$ cat src/rtl/ddpc_pkg.sv
package ddpc_pkg;

	localparam int Q_PI       = 205887;
	localparam int Q_TWO_PI   = 411775;
	localparam int Q_HALF_PI  = 102944;
	localparam int Q_CORDIC_K = 39797;
	localparam int Q_ONE      = 65536;

	localparam int CORDIC_STEPS_DEF = 16;

	localparam int HD_W     = 19;
	localparam int XY_W     = 36;
	localparam int Z_W      = 22;
	localparam int MA_W     = 36;
	localparam int MB_W     = 33;
	localparam int P_W      = MA_W + MB_W;
	localparam int WR_W     = 33;
	localparam int WRAP_TOP = 14;
	localparam int CFG_W    = 31;

	typedef enum logic [2:0] {
		REG_MAX_LIN   = 3'd0,
		REG_MAX_TURN  = 3'd1,
		REG_POS_TOL   = 3'd2,
		REG_HD_TOL    = 3'd3,
		REG_WHEEL_W   = 3'd4,
		REG_INV_TRACK = 3'd5,
		REG_HD_ONLY   = 3'd6
	} reg_idx_t;

	typedef enum logic [4:0] {
		S_IDLE, S_LOAD, S_LOADW, S_DANG, S_V1, S_V2, S_W1, S_W2, S_DISP, S_DTH,
		S_MID, S_MIDW, S_ROT, S_PX, S_PY, S_HDW, S_DIFF, S_VEC, S_RHO,
		S_ALPHAW, S_BETAW, S_ERRW, S_T1, S_T2, S_FIN
	} state_t;

	typedef struct packed {
		logic start;
		logic rotate;
	} cordic_ctl_t;

	function automatic logic [16:0] atan_lut(input logic [4:0] i);
		case (i)
			5'd0:    return 17'd51472;
			5'd1:    return 17'd30386;
			5'd2:    return 17'd16055;
			5'd3:    return 17'd8150;
			5'd4:    return 17'd4091;
			5'd5:    return 17'd2047;
			5'd6:    return 17'd1024;
			5'd7:    return 17'd512;
			5'd8:    return 17'd256;
			5'd9:    return 17'd128;
			5'd10:   return 17'd64;
			5'd11:   return 17'd32;
			5'd12:   return 17'd16;
			5'd13:   return 17'd8;
			5'd14:   return 17'd4;
			5'd15:   return 17'd2;
			5'd16:   return 17'd1;
			default: return 17'd0;
		endcase
	endfunction

	function automatic logic signed [31:0] sat32(input logic signed [53:0] v);
		if (v > 54'sd2147483647)
			return 32'sh7fffffff;
		else if (v < -54'sd2147483648)
			return 32'sh80000000;
		else
			return v[31:0];
	endfunction

	function automatic logic signed [31:0] clampsym(input logic signed [53:0] v,
			input logic [CFG_W-1:0] lim);
		logic signed [53:0] l;
		logic signed [53:0] nl;
		l  = $signed({23'd0, lim});
		nl = -l;
		if (v > l)
			return l[31:0];
		else if (v < nl)
			return nl[31:0];
		else
			return v[31:0];
	endfunction

endpackage

$ cat src/rtl/ddpc_mul.sv
module ddpc_mul
	import ddpc_pkg::*;
(
	input  logic                  clk,
	input  logic                  go,
	input  logic signed [MA_W-1:0] a,
	input  logic signed [MB_W-1:0] b,
	output logic signed [P_W-1:0]  prod
);

	logic signed [P_W-1:0] prod_q;

	// product holds until the next launch
	always_ff @(posedge clk) begin
		if (go)
			prod_q <= P_W'(a) * P_W'(b);
	end

	assign prod = prod_q;

endmodule

$ cat config.mk
export PLATFORM = sky130hd
export DESIGN_NAME = ddpc_mul
export DESIGN_NICKNAME = d
export VERILOG_FILES = /design/src/rtl/ddpc_pkg.sv /design/src/rtl/ddpc_mul.sv
export SDC_FILE = /design/constraint.sdc
export NUM_CORES = 2
export LEC_CHECK = 0
export ABC_AREA = 1
export BUFFER_PORTS_ARGS = -buffer_cell sky130_fd_sc_hd__buf_2
export CORE_ASPECT_RATIO = 1.4
export CORE_UTILIZATION = 40
export DETAILED_ROUTE_END_ITERATION = 8
export PLACE_DENSITY = 0.61
export SLEW_MARGIN = 15
export SYNTH_ARGS = -nofsm -noshare
export SYNTH_HDL_FRONTEND = slang
export SYNTH_SLANG_ARGS = --single-unit
$ cat constraint.sdc
create_clock -name clk -period 9.6 [get_ports clk]
set_clock_uncertainty 0.05 [all_clocks]
set_input_delay 0.48 -clock clk [delete_from_list [all_inputs] [get_ports clk]]
set_output_delay 0.48 -clock clk [all_outputs]
set_load 0.02 [all_outputs]
# Word level (Yosys, flattened, before mapping)
# Cells that the tools add are included.
# word_totals
output_inout_bits	69
in_bits	71
elab_cells	2
reg_bits	69
# op_classes
mul	1
# op_table
op	n
36-bit by 33-bit multiplier with 69-bit output	1

# Depth between registers and ports, before layout
# depth
word_depth	1
mapped_depth	33

# Worst setup path after synthesis
# No wires, ideal clock.
# synth_timing
path_kind	in2reg
start	input port b[1]
end	register prod_q[68], in the netlist prod[68], data pin
arrival_time_ps	7181
required_time_ps	9298
setup_ps	252
n_path_buf	2
stages	29
path_slack_ps	2117
path_cell_list	clkbuf_1 > clkbuf_1 > nand2_1 > inv_1 > fa_1 > fa_1 > fa_1 > fa_1 > inv_1 > fa_1 > inv_1 > fa_1 > inv_1 > fa_1 > fa_1 > inv_1 > ha_1 > nand2_1 > inv_1 > nand2_1 > inv_1 > nand2_1 > inv_1 > a21oi_1 > nand2_1 > inv_1 > nand2_1 > nand2_1 > nand2_1
# synth_via
elab_chain_cells	1
# synth_lines
element	line_no	text
from (decl)	ddpc_mul.sv:7	input logic signed [MB_W-1:0] b,
36-bit by 33-bit multiplier with 69-bit output	ddpc_mul.sv:16	prod_q <= P_W'(a) * P_W'(b);
to (signal assigned)	ddpc_mul.sv:16	
to (decl)	ddpc_mul.sv:11	logic signed [P_W-1:0] prod_q;
# No other way between the ends.
# A chain may end at the register's enable or synchronous reset.

# Worst setup path in the final report
# layout_timing
start	input port b[11]
end	register prod_q[54], in the netlist prod[54], data pin
# Same word-level chain as after synthesis.

==> metrics.md <==
| Metric | Value |
|---|---|
| Status | finished clean |
| Synth unique cells | 36 |
| Hold_buf cts | 0 |
| Initial DRC Count | ~2.3k |
| Maximum clock rate | 125 MHz |
| Register area share after synthesis | under 10% |
| Max reg flops | 69 |
| Mapped Cells | between 5k and 6k |
| DRC | 0 |
| First-pass GRT wire length | ~230000 microns |
| Drt total wl | around 150000 microns |
| Setup Buffers After CTS | 0 |
| Post-Syn Nets | roughly 7.5k |
| Final Net Count | 7426 |
| Fillers | between 10k and 15k |
| Syn avg cell area | between 7 and 8 sq um |
| CP Capture Type | flip-flop |
| Via count | between 30k and 40k |
| Rows | 148 |
| Pre-CTS setup slack | approximately 1.3 ns |
| Vias in the first global route | about 41k |
| Critical path class | primary input to flip-flop |
| Post-Syn Area | 47200 sq um |
| Post-CTS Resized | 0 |
| Final period demand of the worst path | around 8.0 ns |
| Setup ws final | approximately 1.6 ns |
| Worst Tran Pin Value | roughly 1.1 ns |
| Critical Path AT | 8.04 ns |
| Initial antenna violation count | 9 |
| Total GRT Usage | a little over a quarter |
| # setup viols final | 0 |
| Critical path peak fanout | 36 |
| Hold endpoint | prod[0] |
| Die Wd | between 200 and 300 microns |
| HPWL Detailed | roughly 120000 microns |
| #FFs+latches synth | 69 |
| Clock root cell | clkbuf_16 |
| Antenna-violating nets left | 0 |
| Critical Path RT | 9.66 ns |
| Max_cap viols | 0 |
| Worst hold path startpoint | b[0] |
| Period utilization | 83.1% |
| Longest Clk Path Bufs | 2 |
| Layout cells sized above 1 | just over 5% |
| Final hold vios | 0 |
| Largest net degree at the start of global routing | 70 |
| Total Neg Setup Slack | 0 ns |
| TritonCTS clock tree | done |
| Starting Density | 40.5% |
| Slew margin rel. | 29.0% |
| Type of origin of the critical path | primary input |
| Die Span Y | around 400 microns |
| RD Place Congestion | approximately 0.99 |
| RSZ-0062 raised after global routing | no |
| Area growth syn-to-layout | 4.62% |
| Ys Warns | 0 |
| Die Area | 119000 sq um |
| Htree depth | 3 |
| I/O pin cnt | between 100 and 150 |
| Clock sink count | just under 70 |
| Hold path depth | 4 |
| Final Max Slew Viols | 0 |
| Multi-input logic area | 36400 sq um |
| Placeable Area | approximately 120000 sq um |
| DR pass1 iterations | 6 |
| Num CTS Buffers | 9 |
| DR vias/cell | ~5 |
| Grt ovf | 0 |
| Routed wire per std cell | around 20 microns |
| PortBufs | approximately 140 |
| Total area of sequential cells | between 2000 and 2500 sq um |
| Clk slew on worst S/H paths | approximately 0.06 ns |
| HP Class | primary input to flip-flop |
[layer usage]
layer / GRT usage [%] / wire [microns] / vias to the layer above
li1: - / - / 15984
met1: 26.6 / 48900 / 18436
met2: 49.8 / 80900 / 1059
met3: 1.75 / 4960 / 484
met4: 18.3 / 12900 / 4
met5: 0 / 32 / -
[metrics by stage]
step / instances / hold slack, ns / util [%] / area [sq um]
after floorplan: 5978 / 0.542 / - / 47200
after global placement: 7383 / 0.875 / 42.1 / 49100
after detailed placement: 7383 / 0.873 / 42.1 / 49100
after CTS: 7398 / 0.825 / 42.4 / 49400
after global routing: 7402 / 0.835 / 42.4 / 49400
final: 7402 / 0.847 / 42.4 / 49400
[worst max path at each step]
stage / startpoint / end / slack, ns / cells past startpoint
3_5_place_dp: a[35] / prod[53] / 1.26 / 25
2_1_floorplan: b[1] / prod[68] / 2.12 / 29
4_1_cts: a[35] / prod[53] / 1.62 / 25
5_1_grt: b[11] / prod[66] / 1.08 / 23
3_3_place_gp: b[11] / prod[54] / 1.26 / 23
6_report: b[11] / prod[54] / 1.62 / 23
[logic make-up (layout without fill, tap and decap cells)]
group | count (synthesis) | count (layout) | synth area share (%)
buf+inv | 2345 | 2265 | 18.6
simple gates | 1963 | 1963 | 16.7
fa+ha+maj | 1461 | 1461 | 58.4
compound gates | 95 | 95 | 1.10
flops | 69 | 69 | 4.39
xor+xnor | 45 | 45 | 0.834
other cells | 0 | 4 | 0
[worst max-delay path, stage by stage]
cell and delay (ns):
buf_2 0.72, nand2_1 0.15, fa_1 0.61, fa_1 0.45, inv_1 0.07, fa_1 0.45, fa_1 0.83, inv_1 0.44
fa_1 0.60, inv_1 0.06, fa_1 0.49, fa_1 0.50, inv_1 0.05, fa_1 0.47, inv_1 0.04, ha_1 0.43
nand2_1 0.15, inv_1 0.15, nand2_1 0.14, nor3_1 0.42, nand3_1 0.17, nand4_1 0.10, nand2_1 0.06
[cells in the mapped netlist]
cell,count,area [sq um]
nor3_2,5,50.1
nor2_4,5,56.3
nand2_4,1,11.3
nor2_1,103,387
nand2_1,1663,6240
o21ai_0,19,95.1
edfxtp_1,69,2070
o21ai_1,2,10.0
xor2_1,38,333
o21bai_2,1,11.3
nand4_1,17,106
o21a_1,1,7.51
clkinv_1,3,11.3
nor2_2,28,175
and2_1,2,12.5
and3_1,1,6.26
nand2_2,39,244
nor4_1,2,12.5
nor3_1,8,40.0
nand2b_1,1,6.26
or2_2,7,43.8
ha_1,223,2790
inv_2,6,22.5
nor3_4,1,16.3
fa_1,1238,24800
nand3_1,65,325
inv_1,2061,7740
o21bai_1,10,75.1
a21boi_0,1,7.51
xnor2_1,7,61.3
a21oi_1,59,295
buf_1,1,3.75
a21oi_2,2,17.5
clkbuf_1,274,1030
nand3_2,12,120
nand3b_1,3,22.5
[final cells by class]
class,count,area share [%]
Antenna cell,4,0.0203
Clock buffer,9,0.456
Clock inverter,6,0.180
Inverter,2070,15.7
Multi-Input combinational cell,3564,73.6
Sequential cell,69,4.19
Tap cell,1500,3.80
Timing Repair Buffer,180,2.06
[layout by cell type (no fill, tap or decap), drive strengths merged, types with 7 or more instances in the layout]
cell type	netlist	layout
xor2	38	38
ha	223	223
clkbuf	274	9
nand3	77	77
a21oi	61	61
fa	1238	1238
nor2	136	136
nor3	14	14
nand2	1703	1703
buf	1	180
o21ai	21	21
edfxtp	69	69
inv	2067	2067
nand4	17	17
o21bai	11	11
xnor2	7	7
or2	7	7
Power is not shown: default switching activity piles up to over one toggle a cycle in this logic, so the estimate is an artifact.
