==> src/rtl/ddpc_pkg.sv <==
package ddpc_pkg;

	localparam int Q_PI       = 205887;
	localparam int Q_TWO_PI   = 411775;
	localparam int Q_HALF_PI  = 102944;
	localparam int Q_CORDIC_K = 39797;
	localparam int Q_ONE      = 65536;

	localparam int CORDIC_STEPS_DEF = 16;

	localparam int HD_W     = 19;
	localparam int XY_W     = 36;
	localparam int Z_W      = 22;
	localparam int MA_W     = 36;
	localparam int MB_W     = 33;
	localparam int P_W      = MA_W + MB_W;
	localparam int WR_W     = 33;
	localparam int WRAP_TOP = 14;
	localparam int CFG_W    = 31;

	typedef enum logic [2:0] {
		REG_MAX_LIN   = 3'd0,
		REG_MAX_TURN  = 3'd1,
		REG_POS_TOL   = 3'd2,
		REG_HD_TOL    = 3'd3,
		REG_WHEEL_W   = 3'd4,
		REG_INV_TRACK = 3'd5,
		REG_HD_ONLY   = 3'd6
	} reg_idx_t;

	typedef enum logic [4:0] {
		S_IDLE, S_LOAD, S_LOADW, S_DANG, S_V1, S_V2, S_W1, S_W2, S_DISP, S_DTH,
		S_MID, S_MIDW, S_ROT, S_PX, S_PY, S_HDW, S_DIFF, S_VEC, S_RHO,
		S_ALPHAW, S_BETAW, S_ERRW, S_T1, S_T2, S_FIN
	} state_t;

	typedef struct packed {
		logic start;
		logic rotate;
	} cordic_ctl_t;

	function automatic logic [16:0] atan_lut(input logic [4:0] i);
		case (i)
			5'd0:    return 17'd51472;
			5'd1:    return 17'd30386;
			5'd2:    return 17'd16055;
			5'd3:    return 17'd8150;
			5'd4:    return 17'd4091;
			5'd5:    return 17'd2047;
			5'd6:    return 17'd1024;
			5'd7:    return 17'd512;
			5'd8:    return 17'd256;
			5'd9:    return 17'd128;
			5'd10:   return 17'd64;
			5'd11:   return 17'd32;
			5'd12:   return 17'd16;
			5'd13:   return 17'd8;
			5'd14:   return 17'd4;
			5'd15:   return 17'd2;
			5'd16:   return 17'd1;
			default: return 17'd0;
		endcase
	endfunction

	function automatic logic signed [31:0] sat32(input logic signed [53:0] v);
		if (v > 54'sd2147483647)
			return 32'sh7fffffff;
		else if (v < -54'sd2147483648)
			return 32'sh80000000;
		else
			return v[31:0];
	endfunction

	function automatic logic signed [31:0] clampsym(input logic signed [53:0] v,
			input logic [CFG_W-1:0] lim);
		logic signed [53:0] l;
		logic signed [53:0] nl;
		l  = $signed({23'd0, lim});
		nl = -l;
		if (v > l)
			return l[31:0];
		else if (v < nl)
			return nl[31:0];
		else
			return v[31:0];
	endfunction

endpackage

==> src/rtl/ddpc_cordic.sv <==
module ddpc_cordic
	import ddpc_pkg::*;
#(
	parameter int CORDIC_STEPS = CORDIC_STEPS_DEF
) (
	input  logic                   clk,
	input  logic                   arst_n,
	input  cordic_ctl_t            ctl,
	input  logic signed [XY_W-1:0] x0,
	input  logic signed [XY_W-1:0] y0,
	input  logic signed [Z_W-1:0]  z0,
	output logic                   done,
	output logic signed [XY_W-1:0] x,
	output logic signed [XY_W-1:0] y,
	output logic signed [Z_W-1:0]  z
);

	localparam logic [4:0] LAST = 5'(CORDIC_STEPS - 1);

	logic busy_q;
	logic done_q;
	logic rot_q;
	logic [4:0] i_q;
	logic signed [XY_W-1:0] x_q;
	logic signed [XY_W-1:0] y_q;
	logic signed [Z_W-1:0]  z_q;

	logic signed [XY_W-1:0] xs;
	logic signed [XY_W-1:0] ys;
	logic signed [Z_W-1:0]  at;
	logic                   cw;

	// rotation steers z to zero, vectoring steers y to zero; same update pair
	always_comb begin
		xs = x_q >>> i_q;
		ys = y_q >>> i_q;
		at = $signed({{(Z_W - 17){1'b0}}, atan_lut(i_q)});
		cw = rot_q ? !z_q[Z_W-1] : !(y_q > 0);
	end

	always_ff @(posedge clk or negedge arst_n) begin
		if (!arst_n) begin
			busy_q <= 1'b0;
			done_q <= 1'b0;
		end else begin
			done_q <= busy_q && i_q == LAST && !ctl.start;
			if (ctl.start)
				busy_q <= 1'b1;
			else if (i_q == LAST)
				busy_q <= 1'b0;
		end
	end

	always_ff @(posedge clk) begin
		if (ctl.start) begin
			x_q   <= x0;
			y_q   <= y0;
			z_q   <= z0;
			i_q   <= 5'd0;
			rot_q <= ctl.rotate;
		end else if (busy_q) begin
			if (cw) begin
				x_q <= x_q - ys;
				y_q <= y_q + xs;
				z_q <= z_q - at;
			end else begin
				x_q <= x_q + ys;
				y_q <= y_q - xs;
				z_q <= z_q + at;
			end
			if (i_q != LAST)
				i_q <= i_q + 5'd1;
		end
	end

	assign done = done_q;
	assign x    = x_q;
	assign y    = y_q;
	assign z    = z_q;

endmodule
==> config.mk <==
export PLATFORM = sky130hd
export DESIGN_NAME = ddpc_cordic
export DESIGN_NICKNAME = d
export VERILOG_FILES = /design/src/rtl/ddpc_pkg.sv /design/src/rtl/ddpc_cordic.sv
export SDC_FILE = /design/constraint.sdc
export NUM_CORES = 1
export LEC_CHECK = 0
export ABC_CLOCK_PERIOD_IN_PS = 8100
export BUFFER_PORTS_ARGS = -buffer_cell sky130_fd_sc_hd__buf_2
export CAP_MARGIN = 10
export CELL_PAD_IN_SITES_DETAIL_PLACEMENT = 0
export CELL_PAD_IN_SITES_GLOBAL_PLACEMENT = 1
export CORE_MARGIN = 5
export CORE_UTILIZATION = 40
export DETAILED_ROUTE_END_ITERATION = 7
export PLACE_DENSITY = 0.82
export SLEW_MARGIN = 20
export SYNTH_ARGS = -nofsm -noshare
export SYNTH_HDL_FRONTEND = slang
export SYNTH_SLANG_ARGS = --single-unit
export TNS_END_PERCENT = 30
==> constraint.sdc <==
create_clock -name clk -period 8.1 [get_ports clk]
set_input_delay 1.62 -clock clk [delete_from_list [all_inputs] [get_ports clk]]
set_output_delay 1.62 -clock clk [all_outputs]
set_load 0.03 [all_outputs]
## After elaboration in Yosys (flattened, before gate mapping)

Memories as Yosys holds them, arrays and structs flattened. A register that Yosys moved wholly into a read port is not among the register bits.
Cells that the tools add are included.

- Add/subtract/negate cells: 7
- $lt $le $gt $ge: 1
- Equal/unequal tests: 2
- Shift-type cells: 2
- Muxes and demuxes: 14
- Reductions and logical operators: 8

Operator list:

| kind | count |
|---|---|
| $mux W36 | 6 |
| $add A36 B36 Y36 | 2 |
| $sshr A36 B5 Y36 | 2 |
| $sub A36 B36 Y36 | 2 |
| $mux W22 | 3 |
| $gt A36 B1 Y1 const B | 1 |
| $add A22 B18 Y22 | 1 |
| $sub A22 B18 Y22 | 1 |
| $mux W5 | 2 |
| $add A5 B1 Y5 const B | 1 |
| $eq A5 B4 Y1 const B | 1 |
| $ne A5 B4 Y1 const B | 1 |
| $reduce_bool A2 Y1 | 2 |
| $logic_not A1 Y1 | 3 |
| $mux W1 | 3 |
| $logic_and A1 B1 Y1 | 2 |
| $reduce_and A2 Y1 | 1 |

- Bits in registers: 102
- ROM bits: 512
- Output and inout port bits: 95
- Word-level logic and storage cells: 42
- Memories kept: 1

Memory list:

| name | words | width | read ports | clocked after Yosys merged registers in | wr ports | line | source |
|---|---|---|---|---|---|---|---|
| (name not given) | 32 | 16 | 1 | 1 | 0 | ddpc_pkg.sv:43 | `case (i)` |

## Logic depth before layout (Yosys ltp)

- Depth in word-level cells: 6
- Gate-level depth with buffers: 29

## Worst setup path before layout

Ideal clock, no wire load.

- Path type: reg2reg
- Start point: reg i_q[0]
- End point: reg x_q[35] (netlist: x[35]) (data pin)
- Setup time: 260 ps
- Arrival time: 6003 ps
- Required time: 7840 ps
- Path slack: 1837 ps
- Stages on the path, launching flop included: 29
- Buffers on the path: 4
- Cell sequence: dfxtp_1 buf_4 buf_4 buf_4 mux4_2 a32oi_1 o221ai_1 nor3_1 ha_1 inv_1 or4b_4 a221oi_2 and3_1 buf_4 nand2_1 o21ai_0 xor2_1 o21ai_0 ha_1 nand2_1 nor2_1 a2111oi_0 nor2b_1 a21oi_1 a41oi_1 a21oi_1 a31o_2 xnor2_1 mux2_2

- Longest elaborated chain between the ends: 5
- Elaborated cells on any way between the ends: 6

Ends and longest elaborated chain:

| element | line | source |
|---|---|---|
| from (decl) | ddpc_cordic.sv:23 | `logic [4:0] i_q;` |
| from (signal assigned) | ddpc_cordic.sv:72 | `i_q <= i_q + 5'd1;` |
| $sshr A36 B5 Y36 * | ddpc_cordic.sv:36 | `ys = y_q >>> i_q;` |
| $add A36 B36 Y36 or $sub A36 B36 Y36 (tied branches) | ddpc_cordic.sv:67, ddpc_cordic.sv:63 |  |
| $mux W36 * | ddpc_cordic.sv:62 | `if (cw) begin` |
| $mux W36 * | ddpc_cordic.sv:61 | `end else if (busy_q) begin` |
| $mux W36 * | ddpc_cordic.sv:55 | `if (ctl.start) begin` |
| to (signal assigned) | ddpc_cordic.sv:63 | `x_q <= x_q - ys;` |
| to (signal assigned) | ddpc_cordic.sv:67 | `x_q <= x_q + ys;` |
| to (decl) | ddpc_cordic.sv:24 | `logic signed [XY_W-1:0] x_q;` |

Mark *: on every way between the ends. The rest lies on a longest branch, timed or not. The select of a mux whose other input is x is not followed.
A chain may end at the register's enable or synchronous reset.

## Final worst setup path

- Start point: reg i_q[0]
- End point: reg y_q[35] (netlist: y[35]) (data pin)

- Longest elaborated chain between the ends: 5
- Elaborated cells on any way between the ends: 6

Ends and longest elaborated chain:

| element | line | source |
|---|---|---|
| $sshr A36 B5 Y36 * | ddpc_cordic.sv:35 | `xs = x_q >>> i_q;` |
| $sub A36 B36 Y36 or $add A36 B36 Y36 (tied branches) | ddpc_cordic.sv:68, ddpc_cordic.sv:64 |  |
| $mux W36 * | ddpc_cordic.sv:62 |  |
| $mux W36 * | ddpc_cordic.sv:61 |  |
| $mux W36 * | ddpc_cordic.sv:55 |  |
| to (signal assigned) | ddpc_cordic.sv:57 | `y_q <= y0;` |
| to (signal assigned) | ddpc_cordic.sv:64 | `y_q <= y_q + xs;` |
| to (signal assigned) | ddpc_cordic.sv:68 | `y_q <= y_q - xs;` |
| to (decl) | ddpc_cordic.sv:25 | `logic signed [XY_W-1:0] y_q;` |

Marked as above.

==> results.rst <==
.. list-table::
   :header-rows: 1

   * - Metric
     - Value
   * - Final global-route overflow total
     - 0
   * - Half-perimeter wire length after placement
     - 51800 um
   * - Worst reg-to-reg setup slack
     - 0.85 ns
   * - Die width
     - 217 um
   * - Antenna Cells
     - 0
   * - Via count normalized by instance count
     - approximately 6.4
   * - Number of global-route vias before repair
     - 16600
   * - Run status
     - finished, final reports clean
   * - Data required time at the worst endpoint
     - 8.32 ns
   * - Root buffer cell
     - sky130_fd_sc_hd__clkbuf_16
   * - Clk Latency, worst-skew pair
     - 0.49 ns
   * - Number of cell instances on the worst register-to-register path
     - 24
   * - Number of gates resized after cts
     - 0
   * - Share of the cycle needed by the critical path after routing
     - about nine tenths
   * - Count of port buffers added during placement
     - 192
   * - Fillers
     - 4176
   * - Post-synth top area cell
     - sky130_fd_sc_hd__edfxtp_1
   * - Proportion of netlist area held by the largest area contributor
     - 16.6%
   * - TritonCTS clock tree
     - yes
   * - Capturing element type of the critical path
     - flop
   * - Clock transition at the register clock pins on the worst setup and hold paths after CTS
     - roughly 0.07 ns
   * - Final setup vio count
     - 0
   * - Core Region
     - 42100 um^2
   * - Relative slew margins
     - 18.2%
   * - Number of distinct standard cells referenced by the synthesized netlist
     - 89
   * - Floorplan row count
     - 75
   * - Pre-Repair DR Iteration Count
     - 6
   * - Worst reg2reg startpoint
     - i_q[0]
   * - Share of synthesized area occupied by flip-flops and latches
     - around 19%
   * - Timing endpoint of the critical path
     - y[35]
   * - Maximum level of the CTS H-tree
     - 4
   * - Post-route minimum period
     - 7.25 ns
   * - Top area cells in the synthesized netlist
     - sky130_fd_sc_hd__edfxtp_1, sky130_fd_sc_hd__mux4_2, sky130_fd_sc_hd__ha_1
   * - Least-Margin Pin Slew
     - between 1 and 1.5 ns
   * - Avg WL per Cell
     - 25.2 um
   * - Worst min-delay path category
     - reg2reg
   * - Initial antenna violation count
     - 0
   * - Crit Path Class
     - reg2reg
   * - Largest net degree at the start of global routing
     - 85
   * - Synth async-reset ratio
     - 1.69%
   * - Max-cap check violation count
     - 0
   * - Number of register bits inferred by synthesis
     - 118
   * - Number of nets in the layout
     - 2339
   * - Sequential cell area
     - 3340 um^2
   * - Wire length reported by the detailed router
     - between 60000 and 70000 um
   * - Worst Path Max Fanout
     - a little over 40
   * - Setup repair after global routing missed its margin
     - no
   * - Most frequently used flop master after synthesis
     - sky130_fd_sc_hd__edfxtp_1
   * - Total area of multi-input combinational cells
     - 13000 um^2
   * - Number of hold-slack violations in the final timing report
     - 0
   * - Die Height
     - 217 um
   * - Number of nets still failing antenna checks after routing
     - 0
   * - Fraction of final layout cells sized beyond drive strength 1
     - 22.1%
   * - Synth Area per Inst
     - 8.67 um^2
   * - Number of buffers on the longest clock path
     - 2
   * - Via count
     - ~17000
   * - CTS Buf Count
     - 17
   * - Post-Syn Area
     - 17100 um^2
   * - Post-Syn Instances
     - 1977
   * - Number of DRC markers in iteration 0
     - 1938
   * - Post-Syn Nets
     - 2180
   * - Pins Over Slew Limit
     - 0
   * - Startpoint of the worst setup timing path
     - i_q[0]
   * - Setup TNS after final layout
     - 0 ns
   * - Arrival time of the worst setup path
     - 7.47 ns
   * - First-pass GRT wire length
     - between 100000 and 150000 um
   * - Final weighted congestion of routability-driven global placement
     - 1.01
   * - Tot GR Track Use
     - 27.8%
   * - I/O pins
     - about 190
   * - DRC viols
     - 0
   * - Initial Util
     - roughly two fifths
   * - Yosys warnings
     - 0
   * - F_max
     - 138 MHz
   * - Number of enable-type register cells in the synthesized netlist
     - 95
   * - Crit Reg-Reg Endpoint
     - y[35]
   * - Worst clock skew
     - around 0.014 ns
   * - Area of the die
     - 47100 um^2
   * - Worst setup SP type
     - flop
   * - CTS sink count
     - 118
   * - P&R area growth vs syn
     - 13.1%
[worst min path at each step]
stage                      start  endpoint  slack [ns]  cells after the start
after floorplan           busy_q      done        0.47                      2
after global placement    busy_q      done        0.51                      2
after detailed placement  busy_q      done        0.52                      2
after CTS                 busy_q      done        0.54                      2
after global routing      busy_q      done        0.57                      2
final                     busy_q      done        0.53                      2
[synthesized netlist by cell type (7+ instances only)]
cell,n
sky130_fd_sc_hd__buf_1,17
sky130_fd_sc_hd__xor2_1,59
sky130_fd_sc_hd__a211o_1,10
sky130_fd_sc_hd__nand3_1,30
sky130_fd_sc_hd__and2_1,14
sky130_fd_sc_hd__clkbuf_1,60
sky130_fd_sc_hd__or3_1,7
sky130_fd_sc_hd__a221oi_1,10
sky130_fd_sc_hd__nand4_1,15
sky130_fd_sc_hd__nor2_1,114
sky130_fd_sc_hd__or2_2,14
sky130_fd_sc_hd__ha_1,102
sky130_fd_sc_hd__nand2_1,222
sky130_fd_sc_hd__a22oi_1,14
sky130_fd_sc_hd__o21a_1,16
sky130_fd_sc_hd__dfxtp_1,21
sky130_fd_sc_hd__nand2b_1,33
sky130_fd_sc_hd__nor4_1,13
sky130_fd_sc_hd__nor2b_1,22
sky130_fd_sc_hd__o211ai_1,12
sky130_fd_sc_hd__a211oi_1,19
sky130_fd_sc_hd__a21oi_1,157
sky130_fd_sc_hd__o21ai_0,161
sky130_fd_sc_hd__mux2_2,37
sky130_fd_sc_hd__a31o_2,7
sky130_fd_sc_hd__xnor2_1,96
sky130_fd_sc_hd__mux2i_1,97
sky130_fd_sc_hd__mux4_2,95
sky130_fd_sc_hd__edfxtp_1,95
sky130_fd_sc_hd__nor3b_1,11
sky130_fd_sc_hd__a21o_1,46
sky130_fd_sc_hd__nor3_1,33
sky130_fd_sc_hd__buf_2,23
sky130_fd_sc_hd__o22ai_1,22
sky130_fd_sc_hd__inv_1,54
sky130_fd_sc_hd__buf_4,20
sky130_fd_sc_hd__a31oi_1,25
sky130_fd_sc_hd__and3_1,16
sky130_fd_sc_hd__o21bai_1,18
sky130_fd_sc_hd__o31ai_1,18
[cells in the final DEF (no fill, tap or decap), types with 17 or more instances in the layout]
cell type / count
sky130_fd_sc_hd__a211oi_1: 19
sky130_fd_sc_hd__a21o_1: 46
sky130_fd_sc_hd__a21oi_1: 157
sky130_fd_sc_hd__a31oi_1: 25
sky130_fd_sc_hd__buf_2: 191
sky130_fd_sc_hd__buf_4: 71
sky130_fd_sc_hd__clkbuf_16: 19
sky130_fd_sc_hd__edfxtp_1: 95
sky130_fd_sc_hd__ha_1: 102
sky130_fd_sc_hd__inv_1: 54
sky130_fd_sc_hd__mux2_2: 37
sky130_fd_sc_hd__mux2i_1: 97
sky130_fd_sc_hd__mux4_2: 95
sky130_fd_sc_hd__nand2_1: 222
sky130_fd_sc_hd__nand2b_1: 33
sky130_fd_sc_hd__nand3_1: 30
sky130_fd_sc_hd__nor2_1: 113
sky130_fd_sc_hd__nor2b_1: 22
sky130_fd_sc_hd__nor3_1: 33
sky130_fd_sc_hd__o21ai_0: 161
sky130_fd_sc_hd__o21bai_1: 18
sky130_fd_sc_hd__o22ai_1: 22
sky130_fd_sc_hd__o31ai_1: 17
sky130_fd_sc_hd__xnor2_1: 96
sky130_fd_sc_hd__xor2_1: 59
[metal layers]
| metal | part of all wire, % | vias to the layer above | GRT usage (%) |
|---|---|---|---|
| li1 | - | 7867 | - |
| met1 | 42 | 8350 | 37.4 |
| met2 | 45 | 895 | 43.7 |
| met3 | 9.0 | 147 | 6.59 |
| met4 | 3.8 | 0 | 10.4 |
| met5 | 0 | - | 0 |
[state kept, by name (all words and copies together), names as in the netlist]
register  flops
z            22
at           16
busy_q        1
x            36
i_q           5
y            36
done          1
rot_q         1
[kinds of logic after synthesis]
| group | synth area share, % |
|---|---|
| flops | 19.4 |
| compound gates | 23.1 |
| fa+ha+maj | 7.79 |
| buf+inv | 4.85 |
| xor+xnor | 7.92 |
| mux | 20.9 |
| simple gates | 16.1 |
[layout make-up]
cell class | count | area share [%]
well taps | 539 | 3.48
clock buffers | 19 | 2.45
inverters | 56 | 1.08
clock inverters | 13 | 0.613
repair buffers | 266 | 8.05
multi-input cells | 1677 | 67.1
flip-flops and latches | 118 | 17.2
[worst max-delay path, cell delays in order (launching register included)]
cell and delay, ns:
sky130_fd_sc_hd__dfxtp_4 0.73, sky130_fd_sc_hd__buf_4 0.44, sky130_fd_sc_hd__mux4_2 0.62, sky130_fd_sc_hd__a22o_1 0.21, sky130_fd_sc_hd__nor3_1 0.40, sky130_fd_sc_hd__ha_1 0.26
sky130_fd_sc_hd__inv_1 0.04, sky130_fd_sc_hd__a2111oi_1 0.47, sky130_fd_sc_hd__nand4_1 0.38, sky130_fd_sc_hd__nor3_2 0.37, sky130_fd_sc_hd__nand2_1 0.17, sky130_fd_sc_hd__nor2_1 0.17
sky130_fd_sc_hd__a21oi_1 0.10, sky130_fd_sc_hd__xnor2_1 0.14, sky130_fd_sc_hd__ha_1 0.36, sky130_fd_sc_hd__a21oi_1 0.09, sky130_fd_sc_hd__o21ai_0 0.41, sky130_fd_sc_hd__nor2_1 0.10
sky130_fd_sc_hd__a21oi_1 0.14, sky130_fd_sc_hd__o21ai_0 0.15, sky130_fd_sc_hd__o21ai_0 0.43, sky130_fd_sc_hd__a31oi_1 0.22, sky130_fd_sc_hd__o31ai_1 0.32, sky130_fd_sc_hd__xnor2_1 0.15
sky130_fd_sc_hd__o21ai_0 0.08
[stage by stage]
stage                     worst slack [ns]  instance area [um^2]  hold slack, ns  std cells  util, %
after CTS                            0.778                 19400           0.538       2687     46.0
final                                0.845                 19400           0.529       2688     46.0
after global routing                0.0766                 19400           0.567       2688     46.0
after global placement               0.954                 18800           0.508       2655     44.6
after floorplan                       1.84                 17100           0.474       1977        -
after detailed placement             0.820                 18800           0.518       2655     44.6
[what timing repair did]
action / in CTS / in global routing
buffers inserted: 0 / 1
setup endpoints to repair: 0 / 1
hold buffers: 0 / 0
Power is not shown: default switching activity piles up to over one toggle a cycle in this logic, so the estimate is an artifact.
