<file path="src/rtl/ddpc_pkg.sv">
package ddpc_pkg;

	localparam int Q_PI       = 205887;
	localparam int Q_TWO_PI   = 411775;
	localparam int Q_HALF_PI  = 102944;
	localparam int Q_CORDIC_K = 39797;
	localparam int Q_ONE      = 65536;

	localparam int CORDIC_STEPS_DEF = 16;

	localparam int HD_W     = 19;
	localparam int XY_W     = 36;
	localparam int Z_W      = 22;
	localparam int MA_W     = 36;
	localparam int MB_W     = 33;
	localparam int P_W      = MA_W + MB_W;
	localparam int WR_W     = 33;
	localparam int WRAP_TOP = 14;
	localparam int CFG_W    = 31;

	typedef enum logic [2:0] {
		REG_MAX_LIN   = 3'd0,
		REG_MAX_TURN  = 3'd1,
		REG_POS_TOL   = 3'd2,
		REG_HD_TOL    = 3'd3,
		REG_WHEEL_W   = 3'd4,
		REG_INV_TRACK = 3'd5,
		REG_HD_ONLY   = 3'd6
	} reg_idx_t;

	typedef enum logic [4:0] {
		S_IDLE, S_LOAD, S_LOADW, S_DANG, S_V1, S_V2, S_W1, S_W2, S_DISP, S_DTH,
		S_MID, S_MIDW, S_ROT, S_PX, S_PY, S_HDW, S_DIFF, S_VEC, S_RHO,
		S_ALPHAW, S_BETAW, S_ERRW, S_T1, S_T2, S_FIN
	} state_t;

	typedef struct packed {
		logic start;
		logic rotate;
	} cordic_ctl_t;

	function automatic logic [16:0] atan_lut(input logic [4:0] i);
		case (i)
			5'd0:    return 17'd51472;
			5'd1:    return 17'd30386;
			5'd2:    return 17'd16055;
			5'd3:    return 17'd8150;
			5'd4:    return 17'd4091;
			5'd5:    return 17'd2047;
			5'd6:    return 17'd1024;
			5'd7:    return 17'd512;
			5'd8:    return 17'd256;
			5'd9:    return 17'd128;
			5'd10:   return 17'd64;
			5'd11:   return 17'd32;
			5'd12:   return 17'd16;
			5'd13:   return 17'd8;
			5'd14:   return 17'd4;
			5'd15:   return 17'd2;
			5'd16:   return 17'd1;
			default: return 17'd0;
		endcase
	endfunction

	function automatic logic signed [31:0] sat32(input logic signed [53:0] v);
		if (v > 54'sd2147483647)
			return 32'sh7fffffff;
		else if (v < -54'sd2147483648)
			return 32'sh80000000;
		else
			return v[31:0];
	endfunction

	function automatic logic signed [31:0] clampsym(input logic signed [53:0] v,
			input logic [CFG_W-1:0] lim);
		logic signed [53:0] l;
		logic signed [53:0] nl;
		l  = $signed({23'd0, lim});
		nl = -l;
		if (v > l)
			return l[31:0];
		else if (v < nl)
			return nl[31:0];
		else
			return v[31:0];
	endfunction

endpackage

</file>
<file path="src/rtl/ddpc_wrap.sv">
module ddpc_wrap
	import ddpc_pkg::*;
(
	input  logic                   clk,
	input  logic                   arst_n,
	input  logic                   start,
	input  logic signed [WR_W-1:0] a,
	output logic                   done,
	output logic signed [HD_W-1:0] res
);

	logic        busy_q;
	logic        fin_q;
	logic        done_q;
	logic        neg_q;
	logic [31:0] r_q;
	logic [3:0]  k_q;
	logic signed [HD_W-1:0] res_q;

	logic [32:0]        t;
	logic [HD_W-1:0]    rr;
	logic signed [19:0] rs;

	// restoring reduction of |a| by 2*pi, one shifted modulus per cycle
	always_comb begin
		t  = 33'(Q_TWO_PI) << k_q;
		rr = (neg_q && r_q != 32'd0) ? HD_W'(Q_TWO_PI) - r_q[HD_W-1:0] : r_q[HD_W-1:0];
		rs = $signed({1'b0, rr});
	end

	always_ff @(posedge clk or negedge arst_n) begin
		if (!arst_n) begin
			busy_q <= 1'b0;
			fin_q  <= 1'b0;
			done_q <= 1'b0;
		end else begin
			done_q <= fin_q;
			fin_q  <= busy_q && k_q == 4'd0;
			if (start)
				busy_q <= 1'b1;
			else if (k_q == 4'd0)
				busy_q <= 1'b0;
		end
	end

	always_ff @(posedge clk) begin
		if (start) begin
			neg_q <= a[WR_W-1];
			r_q   <= a[WR_W-1] ? 32'(-a) : 32'(a);
			k_q   <= 4'(WRAP_TOP);
		end else if (busy_q) begin
			if ({1'b0, r_q} >= t)
				r_q <= r_q - t[31:0];
			if (k_q != 4'd0)
				k_q <= k_q - 4'd1;
		end
		if (fin_q)
			res_q <= (rs > Q_PI) ? HD_W'(rs - 20'(Q_TWO_PI)) : HD_W'(rs);
	end

	assign done = done_q;
	assign res  = res_q;

endmodule

</file>
<file path="config.mk">
export PLATFORM = sky130hd
export DESIGN_NAME = ddpc_wrap
export DESIGN_NICKNAME = d
export VERILOG_FILES = /design/src/rtl/ddpc_pkg.sv /design/src/rtl/ddpc_wrap.sv
export SDC_FILE = /design/constraint.sdc
export NUM_CORES = 1
export LEC_CHECK = 0
export ABC_AREA = 0
export BUFFER_PORTS_ARGS = -buffer_cell sky130_fd_sc_hd__buf_2
export CAP_MARGIN = 30
export CORE_ASPECT_RATIO = 2
export CORE_MARGIN = 5
export CORE_UTILIZATION = 36
export DETAILED_ROUTE_END_ITERATION = 12
export GPL_ROUTABILITY_DRIVEN = 0
export PLACE_DENSITY = 0.64
export SYNTH_ARGS = -nofsm -noshare
export SYNTH_HDL_FRONTEND = slang
export SYNTH_SLANG_ARGS = --single-unit
export TNS_END_PERCENT = 20
</file>
<file path="constraint.sdc">
create_clock -name clk -period 5.7 [get_ports clk]
set_input_delay 0.57 -clock clk [delete_from_list [all_inputs] [get_ports clk]]
set_output_delay 0.57 -clock clk [all_outputs]
set_load 0.01 [all_outputs]
</file>
Word-level counts from Yosys, hierarchy flattened
Cells that the tools add are included.
{"block": "op_classes", "n_shift": 1, "div_mod_pow": 0, "n_addsub": 5, "mul": 0, "bitwise": 0, "order_cmp": 2, "mux": 8, "n_reduce_logical": 10, "eq_ne": 0}
{"cell": "$mux 32", "n": 4}
{"cell": "$mux 19", "n": 2}
{"cell": "$ge 32x33->1", "n": 1}
{"cell": "$shl 19x4->33 const A", "n": 1}
{"cell": "$neg 32->32", "n": 1}
{"cell": "$reduce_bool 32->1", "n": 1}
{"cell": "$sub 32x32->32", "n": 1}
{"cell": "$gt 19x18->1 const B", "n": 1}
{"cell": "$sub 19x19->19 const A", "n": 1}
{"cell": "$sub 19x19->19 const B", "n": 1}
{"cell": "$reduce_bool 2->1", "n": 3}
{"cell": "$logic_not 4->1", "n": 1}
{"cell": "$reduce_and 2->1", "n": 2}
{"cell": "$reduce_bool 4->1", "n": 1}
{"cell": "$sub 4x1->4 const B", "n": 1}
{"cell": "$logic_and 1x1->1", "n": 2}
{"cell": "$mux 1", "n": 2}
{"block": "word_totals", "output_inout_bits": 20, "latchBits": 0, "input_bits": 36, "n_memories": 0, "word_cells": 33, "register_bits": 59, "romBits": 0, "mem_bits_rw": 0}

Logic depth before layout (Yosys ltp)
Gate-level depths: netlist (run 1).
{"block": "depth", "word_depth": 5, "ltp_mapped": 17, "mapped_depth_nobuf": 17}

Least setup slack after synthesis (run 1)
No wires, ideal clock.
{"block": "synth_timing", "path_type": "register -> register", "from": "register r_q[6]", "to": "register res_q[17] (netlist: res[17]), data pin", "required_time_ns": 5.442, "n_path_buf": 3, "setup_time_ns": 0.258, "slack_ns": 1.803, "synth_period_minus_slack_ns": 3.897, "arrival_time_ns": 3.640, "path_stages_with_launch": 16, "path_cell_list": "edfxtp_1 or4_1 or3_4 o31a_1 buf_2 xnor2_1 ha_1 nand3_1 o21ai_0 a222oi_1 nor4_2 o221ai_2 buf_6 buf_6 o21ai_1 xnor2_1"}
{"block": "synth_via", "elab_chain_len": 5, "word_cells_on_any_way": 7, "classes_between": "add/sub: 2; order compare: 1; mux: 2; reduce/logical: 2"}
{"item": "start, declared", "line": "ddpc_wrap.sv:16", "source": "logic [31:0] r_q;"}
{"item": "start signal, assigned", "line": "ddpc_wrap.sv:49", "source": "r_q <= a[WR_W-1] ? 32'(-a) : 32'(a);"}
{"item": "start signal, assigned", "line": "ddpc_wrap.sv:53", "source": "r_q <= r_q - t[31:0];"}
{"item": "branches (longest 2 deep; another with $sub 19x19->19)"}
{"item": "$mux 19 *", "line": "ddpc_wrap.sv:27", "source": "rr = (neg_q && r_q != 32'd0) ? HD_W'(Q_TWO_PI) - r_q[HD_W-1:0] : r_q[HD_W-1:0];"}
{"item": "$sub 19x19->19 / $gt 19x18->1 (equally long branches)", "line": "ddpc_wrap.sv:58", "source": "res_q <= (rs > Q_PI) ? HD_W'(rs - 20'(Q_TWO_PI)) : HD_W'(rs);"}
{"item": "$mux 19 *", "line": "ddpc_wrap.sv:58"}
{"item": "end signal, assigned", "line": "ddpc_wrap.sv:58"}
{"item": "end, declared", "line": "ddpc_wrap.sv:18", "source": "logic signed [HD_W-1:0] res_q;"}
Mark *: on every way between the ends.
A chain may end at the register's enable or synchronous reset.

Worst setup path in the final report (run 1)
{"block": "layout_timing", "from": "register r_q[11]", "to": "register res_q[5] (netlist: res[5]), data pin"}
The elaborated chain is that of the path after synthesis.

==> results.toml, run 1 <==
[timing]
setup_slack_ns = 0.805
hold_violations = 0
fmax_mhz = 204
drv_slew = 0
grt_setup_unrepaired = "no"
setup_viol = 0
min_period_ns = 4.90
skew_ns = 0.00929
post-route-period-util_pct = 85.9
fin_setup_tns_ns = 0
worstMarginPinSlew_ns = 0.945
slew_headroom_pct = 36.9

[cts]
postCtsSetupBuffers = 0
clk_latency_ns = 0.35
cts_num_sinks = 59
cts_resized = 0
cts_root_buffer = "clkbuf_16"
tritoncts = "yes"
cts_hold_buf = 0
cts.clk_slew.worst_paths_ns = 0.06
cts_buffer_depth = 2
cts_buffers = 9
cts_htree_levels = 3

[synthesis]
yosys.area.top_type = "edfxtp_1"
synth.avg_cell_area_um2 = 8.45
ys_warn_count = 0
ys_seq_area_share_pct = 29.0
synthTopCellsByArea = "edfxtp_1 (26%), ha_1 (9.1%), xnor2_1 (8.4%)"
synth_edf_count = 52
synth_ff_type = "edfxtp_1"
ys_seq_elements = 59
synth_top_cell_area_share_pct = 26.4
synth_area_um2 = 5910
netlist_instances = 700
synth_nets = 780
yosysUniqueCellTypes = 70
synth-async-reset-ratio_pct = 5.08

[routing]
firstDrtPassIters = 5
detail-route-antenna-nets = 0
wl_per_cell_um = 17.5
drt-initial-drc-count = 366
routed_wl_mm = 16.6
num_vias = 5407
drc = 0
via_per_inst = 5.69

[power_and_ir_drop]
combPwrFrac_pct = 58.4
ir_drop_mv = 0.182
swShare_pct = 45.1
power_leakage_nw = 2.57
pwr-share-clk_pct = 15.1
power_density_nw_per_um2 = 489
seqPwrFrac_pct = 26.5
p_total_w = 0.00324
p_int_w = 0.00178
power.switching_w = 0.00146

[setup_path]
r2r_cells = 13
max_stage_delay_ns = 0.67
critPathMaxFanout = 16
crit_type = "flip-flop to flip-flop"
path_cells = "nor4_1 > nand4_1 > o31a_1 > xnor2_1 > ha_1 > nand4b_1 > o21ai_0 > a222oi_1 > nor4_2 > o221ai_2 > a31oi_1 > a2bb2oi_2 > xor2_1"
reg2reg_to = "res[5]"
critPathLaunchType = "flip-flop"
crit_required_ns = 5.78
crit_family = "compound AO/OA/AOI/OAI gates"
r2r_start = "r_q[11]"
crit_buf_inv = 0
r2r_slack_ns = 0.80
cp.depth = 13
slowest_stage = "nor4_1"
endpoint_kind = "flip-flop"
critPathArrivalTime_ns = 4.98

[global_route]
grt_usage_pct = 17.4
grt_pass1_vias = 5225
globalRouteOverflowTotal = 0
grt_antenna_before_repair = 0
grt_max_degree = 52
grt_first_pass_wirelength_mm = 26.0

[status]
status = "finished clean"

[die]
die_x_um = 101
ios = 56
core_um2 = 16200
start_util_pct = 36.5
dieArea_um2 = 19200
num_rows = 66
fp.dieH_um = 191

[final_layout]
nNetsFinal = 822
n_fill_cell = 1699
drive_gt1_share_pct = 13.3
multiInputGateArea_um2 = 3980
area_growth_pct = 11.9
regArea_um2 = 1720
antenna-diode-count = 0

[placement]
place_ws_ns = 0.878
io_buffers = 55
dp_hpwl_mm = 13.4

[flow_run]
cap_violations = 0

[worst_hold_path]
hold_path_class = "primary input to async pin"
==> stage by stage <==
step / utilization (%) / area, um2 / hold slack (ns) / std cells
after global placement: 39.3 / 6350 / 0.373 / 935
after global routing: 40.9 / 6620 / 0.0141 / 951
after CTS: 40.9 / 6620 / 0.0101 / 951
final: 40.9 / 6620 / 0.0161 / 951
after detailed placement: 39.3 / 6350 / 0.373 / 935
after floorplan: - / 5910 / 0.274 / 700
==> state kept, by name (all words and copies together) (netlist names) <==
signal  cells
busy_q      1
done        1
neg_q       1
r_q        32
fin_q       1
k_q         4
res        19
==> cell usage after synthesis (4+ instances only) <==
library cell and instances:
edfxtp_1 52, ha_1 43, inv_1 25, nor3_1 15, o21ai_1 6, and2_1 4
or3_1 7, a21oi_1 53, or2_2 7, o21a_1 7, a31oi_1 7, clkbuf_1 19
nor2_1 51, a21o_1 17, o21bai_1 4, xor2_1 34, or4_1 14, nand2b_1 4
a21boi_0 4, dfxtp_1 4, o31ai_1 13, nand2_1 75, nand4_1 8, nor2b_1 9
nor4_1 7, xnor2_1 57, buf_1 5, o211ai_1 5, nand3_1 23, and3_1 8
o21ai_0 48
==> power groups by stage <==
stage	sequential [W]	clock [W]	combinational, W
after floorplan	0.000766	0	0.00153
after global placement	0.000859	0	0.00186
after detailed placement	0.000862	0	0.00187
after CTS	0.000853	0.000492	0.00188
after global routing	0.000869	0.000509	0.00210
final	0.000857	0.000489	0.00189
==> worst reg2reg max path, stage by stage, from the launching register on <==
cell,delay (ns)
edfxtp_1,0.61
nor4_1,0.67
nand4_1,0.45
o31a_1,0.53
xnor2_1,0.21
ha_1,0.26
nand4b_1,0.11
o21ai_0,0.15
a222oi_1,0.40
nor4_2,0.11
o221ai_2,0.61
a31oi_1,0.21
a2bb2oi_2,0.17
xor2_1,0.17
==> routing by layer <==
| layer | up-vias | wire length, um | global-route usage (%) |
|---|---|---|---|
| met3 | 67 | 685 | 2.52 |
| met1 | 2485 | 5660 | 16.1 |
| met4 | 0 | 1130 | 12.5 |
| li1 | 2660 | - | - |
| met2 | 195 | 9150 | 33.1 |
| met5 | - | 0 | 0 |
==> area by class of cell <==
| class | count | area share (%) |
|---|---|---|
| clock buffers | 10 | 3.46 |
| inverters | 25 | 1.42 |
| multi-input cells | 587 | 60.1 |
| flip-flops and latches | 59 | 25.9 |
| well taps | 204 | 3.86 |
| repair buffers | 60 | 4.73 |
| clock inverters | 6 | 0.492 |
==> how the worst max path moves through the flow <==
stage,start,endpoint
after global routing,r_q[11],res[5]
after CTS,r_q[11],res[5]
final,r_q[11],res[5]
after detailed placement,r_q[11],res[5]
after global placement,r_q[11],res[5]
after floorplan,r_q[6],res[17]
==> kinds of logic (layout without fill, tap and decap cells) <==
kind of cell    count (synthesis)  count (layout)  synth area share (%)
mux                             5               5                 0.889
flops                          59              59                  29.0
buf+inv                        54             101                  3.74
compound gates                201             201                  22.6
fa+ha+maj                      44              44                  9.44
xor+xnor                       91              91                  13.5
simple gates                  246             246                  20.8
==> placed cells by master, fill, tap and decap left out, types with 4 or more instances in the layout <==
cell type,instances
o21ai_1,6
or2_2,7
buf_4,5
ha_1,43
nor3_1,15
o21bai_1,4
nor4_1,7
edfxtp_1,52
buf_2,55
a21boi_0,4
nand4_1,8
o21a_1,7
nand2_1,75
nor2_1,51
nand3_1,23
o31ai_1,13
a21o_1,17
or4_1,14
and2_1,4
nor2b_1,9
or3_1,7
o211ai_1,5
clkbuf_16,9
inv_1,25
nand2b_1,4
dfxtp_1,4
xnor2_1,57
and3_1,8
xor2_1,34
a21oi_1,53
a31oi_1,7
o21ai_0,48
(Power assumes the default switching activity.)
==> run 2, diff against run 1 <==
--- a/config.mk
+++ b/config.mk
@@ -13,6 +13,7 @@
 export CORE_UTILIZATION = 36
 export DETAILED_ROUTE_END_ITERATION = 12
 export GPL_ROUTABILITY_DRIVEN = 0
+export GPL_TIMING_DRIVEN = 0
 export PLACE_DENSITY = 0.64
 export SYNTH_ARGS = -nofsm -noshare
 export SYNTH_HDL_FRONTEND = slang
==> run 2 against run 1 <==
  * Core utilization grew 0.77 points
  * Register-to-register slack lost 0.13 ns
  * Setup slack lost 0.13 ns
  * Final cell count grew 2.3%
  * Sequential cell count is the same
  * Total power grew 3.4%
  * Critical path depth grew 3
  * Maximum frequency shrank 2.6%
  * Sequential share of layout area shrank 0.48 points
  * Sequential power shrank 3.3%
  * Largest power group unchanged
==> results.toml, run 2 (synthesized netlist as in run 1, its figures left out) <==
[setup_path]
critPathLaunchType = "flip-flop"
critPathMaxFanout = 32
crit_required_ns = 5.66
critPathArrivalTime_ns = 4.99
r2r_slack_ns = 0.67
r2r_start = "k_q[2]"
crit_type = "flip-flop to flip-flop"
reg2reg_to = "r_q[24]"
r2r_cells = 16
endpoint_kind = "flip-flop"

[die]
num_rows = 66
die_x_um = 101
core_um2 = 16200
fp.dieH_um = 191
dieArea_um2 = 19200
ios = 56
start_util_pct = 36.5

[cts]
cts_num_sinks = 59
cts_resized = 0
clk_latency_ns = 0.34
cts.clk_slew.worst_paths_ns = 0.06
cts_buffer_depth = 2
cts_htree_levels = 3
postCtsSetupBuffers = 0
cts_root_buffer = "clkbuf_16"
tritoncts = "yes"
cts_hold_buf = 0
cts_buffers = 9

[timing]
min_period_ns = 5.03
fin_setup_tns_ns = 0
skew_ns = 0.0132
grt_setup_unrepaired = "no"
hold_slack_ns = 0.0128
post-route-period-util_pct = 88.2
worstMarginPinSlew_ns = 0.899
setup_viol = 0
slew_headroom_pct = 40.1
drv_slew = 0
hold_violations = 0
fmax_mhz = 199

[final_layout]
drive_gt1_share_pct = 12.6
mostFrequentLayoutCell = "nand2_1"
n_fill_cell = 1714
fin_util_pct = 41.7
area_growth_pct = 14.0
nNetsFinal = 846
mostFrequentLayoutCells = "nand2_1 (75), buf_2 (58), xnor2_1 (57)"
post_layout_nonfiller_instances = 973
largest-register = "r_q"
antenna-diode-count = 0
largest_reg_flops = 32

[routing]
num_vias = 5532
wl_met1_mm = 5.75
drc = 0
met2WireLength_mm = 9.63
top_layer = "met4"
detail-route-antenna-nets = 0
routed_wl_mm = 17.4
wl_per_cell_um = 17.9
via_per_inst = 5.69
wl_met3_um = 687
drt-initial-drc-count = 366
firstDrtPassIters = 5

[placement]
dp_hpwl_mm = 14.4
dp_cells = 959
io_buffers = 55

[worst_hold_path]
hold_path_class = "primary input to async pin"

[global_route]
grt_first_pass_wirelength_mm = 27.7
grt_pass1_vias = 5601
grt_max_degree = 33
globalRouteOverflowTotal = 0
grt_usage_pct = 18.6
grt_antenna_before_repair = 0

[power_and_ir_drop]
ir_drop_mv = 0.195
power_density_nw_per_um2 = 496
power_leakage_nw = 2.62

[status]
status = "finished clean"

[flow_run]
cap_violations = 0
[run 2: per-stage QoR]
stage	worst slack (ns)	total power, W	instance area (um2)
finish	0.672	0.00335	6740
floorplan	1.80	0.00230	5910
CTS	0.731	0.00334	6740
global route	0.327	0.00359	6740
global placement	0.754	0.00275	6440
detailed placement	0.757	0.00276	6440
[run 2: power by group]
group / total, W / switching [W] / internal [W]
Combinational: 0.00196 / 0.00114 / 0.000820
Sequential: 0.000829 / 0.000141 / 0.000688
Clock: 0.000562 / 0.000188 / 0.000374
Total: 0.00335 / 0.00146 / 0.00188
[run 2: worst max-delay path: stages (launching register included)]
cell and delay (ns):
dfxtp_1 0.33, clkbuf_1 0.33, inv_1 0.14, clkbuf_1 0.27, ha_1 0.29, nor2b_1 0.16
ha_1 0.24, nor2b_1 0.11, o21ai_0 0.11, a21boi_0 0.37, o21ai_0 0.17, a21oi_1 0.33
o21ai_0 0.36, a31oi_1 0.32, nor2_1 0.10, o21ai_0 0.21, a31o_2 0.77
[run 2: worst max path at each step]
stage	slack (ns)	cells after the start	endpoint	start
after global placement	0.75	16	r_q[2]	k_q[2]
after detailed placement	0.76	16	r_q[3]	k_q[2]
after CTS	0.73	16	r_q[2]	k_q[2]
after global routing	0.33	16	r_q[24]	k_q[2]
after floorplan	1.80	15	res[17]	r_q[6]
final	0.67	16	r_q[24]	k_q[2]
[run 2: metal layers]
layer | track usage, % | up-vias
met5 | 0 | -
met4 | 15.8 | 0
met3 | 2.92 | 72
met2 | 35.1 | 180
met1 | 16.3 | 2559
li1 | - | 2721
[run 2: layout make-up]
type	count	area, um2	share of cell area (%)
Multi-Input combinational cell	587	3980	59.0
Timing Repair Buffer	55	275	4.08
Inverter	25	93.8	1.39
Clock inverter	4	67.6	1.00
Buffer	29	128	1.89
Tap cell	204	255	3.79
Sequential cell	59	1720	25.5
Clock buffer	10	229	3.40
==> run 3, diff against run 2 <==
--- a/config.mk
+++ b/config.mk
@@ -15,6 +15,7 @@
 export GPL_ROUTABILITY_DRIVEN = 0
 export GPL_TIMING_DRIVEN = 0
 export PLACE_DENSITY = 0.64
+export RECOVER_POWER = 50
 export SYNTH_ARGS = -nofsm -noshare
 export SYNTH_HDL_FRONTEND = slang
 export SYNTH_SLANG_ARGS = --single-unit
==> run 3 against run 2 <==
  * Sequential power hardly changed
  * Routed wire length is 0.52% higher
  * Highest routed layer unchanged
  * Largest power group unchanged
  * Clock skew hardly changed
  * First-iteration DRC count is 4.1% higher
  * Final cell count stayed put
  * Die area stayed put
  * Critical path depth stayed put
  * Count of clock-buffer cells in the layout stayed put
==> results.toml, run 3 (synthesized netlist as in run 1, its figures left out) <==
[cts]
tritoncts = "yes"
cts_hold_buf = 0
cts_root_buffer = "clkbuf_16"
cts_resized = 0
cts_buffers = 9
cts_htree_levels = 3
postCtsSetupBuffers = 0
cts_buffer_depth = 2
clk_latency_ns = 0.34
cts_num_sinks = 59
cts.clk_slew.worst_paths_ns = 0.06

[setup_path]
crit_required_ns = 5.66
crit_type = "flip-flop to flip-flop"
max_stage_delay_ns = 0.77
critPathArrivalTime_ns = 4.98
endpoint_kind = "flip-flop"
critPathMaxFanout = 32
critPathLaunchType = "flip-flop"
path_common_cell = "o21ai_0"
path_cells = "clkbuf_1 > inv_1 > clkbuf_1 > ha_1 > nor2b_1 > ha_1 > nor2b_1 > o21ai_0 > a21boi_0 > o21ai_0 > a21oi_1 > o21ai_0 > a31oi_1 > nor2_1 > o21ai_0 > a31o_2"
slowest_stage = "a31o_2"

[global_route]
grt_antenna_before_repair = 0
grt_usage_pct = 18.6
grt_max_degree = 33
grt_pass1_vias = 5601
grt_first_pass_wirelength_mm = 27.7
globalRouteOverflowTotal = 0

[final_layout]
mostFrequentLayoutCells = "nand2_1 (75), xnor2_1 (57), a21oi_1 (53)"
drive_gt1_share_pct = 9.49
largest-register = "r_q"
post_layout_nonfiller_instances = 973
mostFrequentLayoutCell = "nand2_1"
nNetsFinal = 846
largest_reg_flops = 32
antenna-diode-count = 0
area_growth_pct = 13.5

[die]
start_util_pct = 36.5
ios = 56
core_um2 = 16200
die_x_um = 101
fp.dieH_um = 191
dieArea_um2 = 19200
num_rows = 66

[timing]
min_period_ns = 5.02
drv_slew = 0
slew_headroom_pct = 39.8
setup_viol = 0
hold_slack_ns = 0.0306
fmax_mhz = 199
setup_slack_ns = 0.677
fin_setup_tns_ns = 0
skew_ns = 0.0133
post-route-period-util_pct = 88.1
hold_violations = 0
worstMarginPinSlew_ns = 0.902
grt_setup_unrepaired = "no"

[flow_run]
cap_violations = 0

[routing]
routed_wl_mm = 17.5
drc = 0
drt-initial-drc-count = 381
via_per_inst = 5.69
firstDrtPassIters = 5
detail-route-antenna-nets = 0
wl_per_cell_um = 18.0
num_vias = 5534

[power_and_ir_drop]
ir_drop_mv = 0.195
power_density_nw_per_um2 = 499
p_total_w = 0.00335
power_leakage_nw = 2.56

[placement]
dp_cells = 959
place_ws_ns = 0.757
dp_hpwl_mm = 14.4
io_buffers = 55

[status]
status = "finished clean"

[worst_hold_path]
hold_path_class = "primary input to async pin"
==> run 3: worst max-delay path: cells and delay by family (launching register included) <==
family / cells / cell delay [ns]
fa+ha+maj: 2 / 0.53
simple gates: 3 / 0.37
flops: 1 / 0.33
buf+inv: 3 / 0.74
compound gates: 8 / 2.64
==> run 3: power breakdown <==
group	internal (W)	switching (W)	leakage, nW	total, W
registers	0.000688	0.000141	0.567	0.000829
logic	0.000819	0.00114	1.84	0.00196
clock network	0.000374	0.000188	0.143	0.000562
total	0.00188	0.00147	2.56	0.00335
==> run 3: stage by stage <==
stage / utilization, % / instance area (um2)
2_1_floorplan: - / 5910
3_3_place_gp: 39.8 / 6440
3_5_place_dp: 39.8 / 6440
4_1_cts: 41.7 / 6740
5_1_grt: 41.5 / 6710
6_report: 41.5 / 6710
==> run 3: cell type report <==
type	count	area [um2]
well taps	204	255
inverters	25	93.8
flip-flops and latches	59	1720
multi-input cells	587	3980
fillers	1712	9470
repair buffers	55	246
clock buffers	10	229
clock inverters	4	67.6
plain buffers	29	128
==> run 3: final timing paths <==
kind	from	endpoint	slack, ns	cells after the start
setup / recovery	k_q[2]	r_q[24]	0.68	16
hold / removal	arst_n	done	0.03	1
setup reg to reg	k_q[2]	r_q[24]	0.68	16
hold reg to reg	busy_q	k_q[2]	0.58	1
max in group asynchronous	arst_n	busy_q	5.50	1
min in group clk	start	neg_q	0.55	1
==> run 3: per-layer routing <==
metal / up-vias / track usage, % / part of all wire [%]
li1: 2723 / - / -
met1: 2554 / 16.3 / 34
met2: 183 / 35.1 / 55
met3: 74 / 2.92 / 3.6
met4: 0 / 15.8 / 7.7
met5: - / 0 / 0
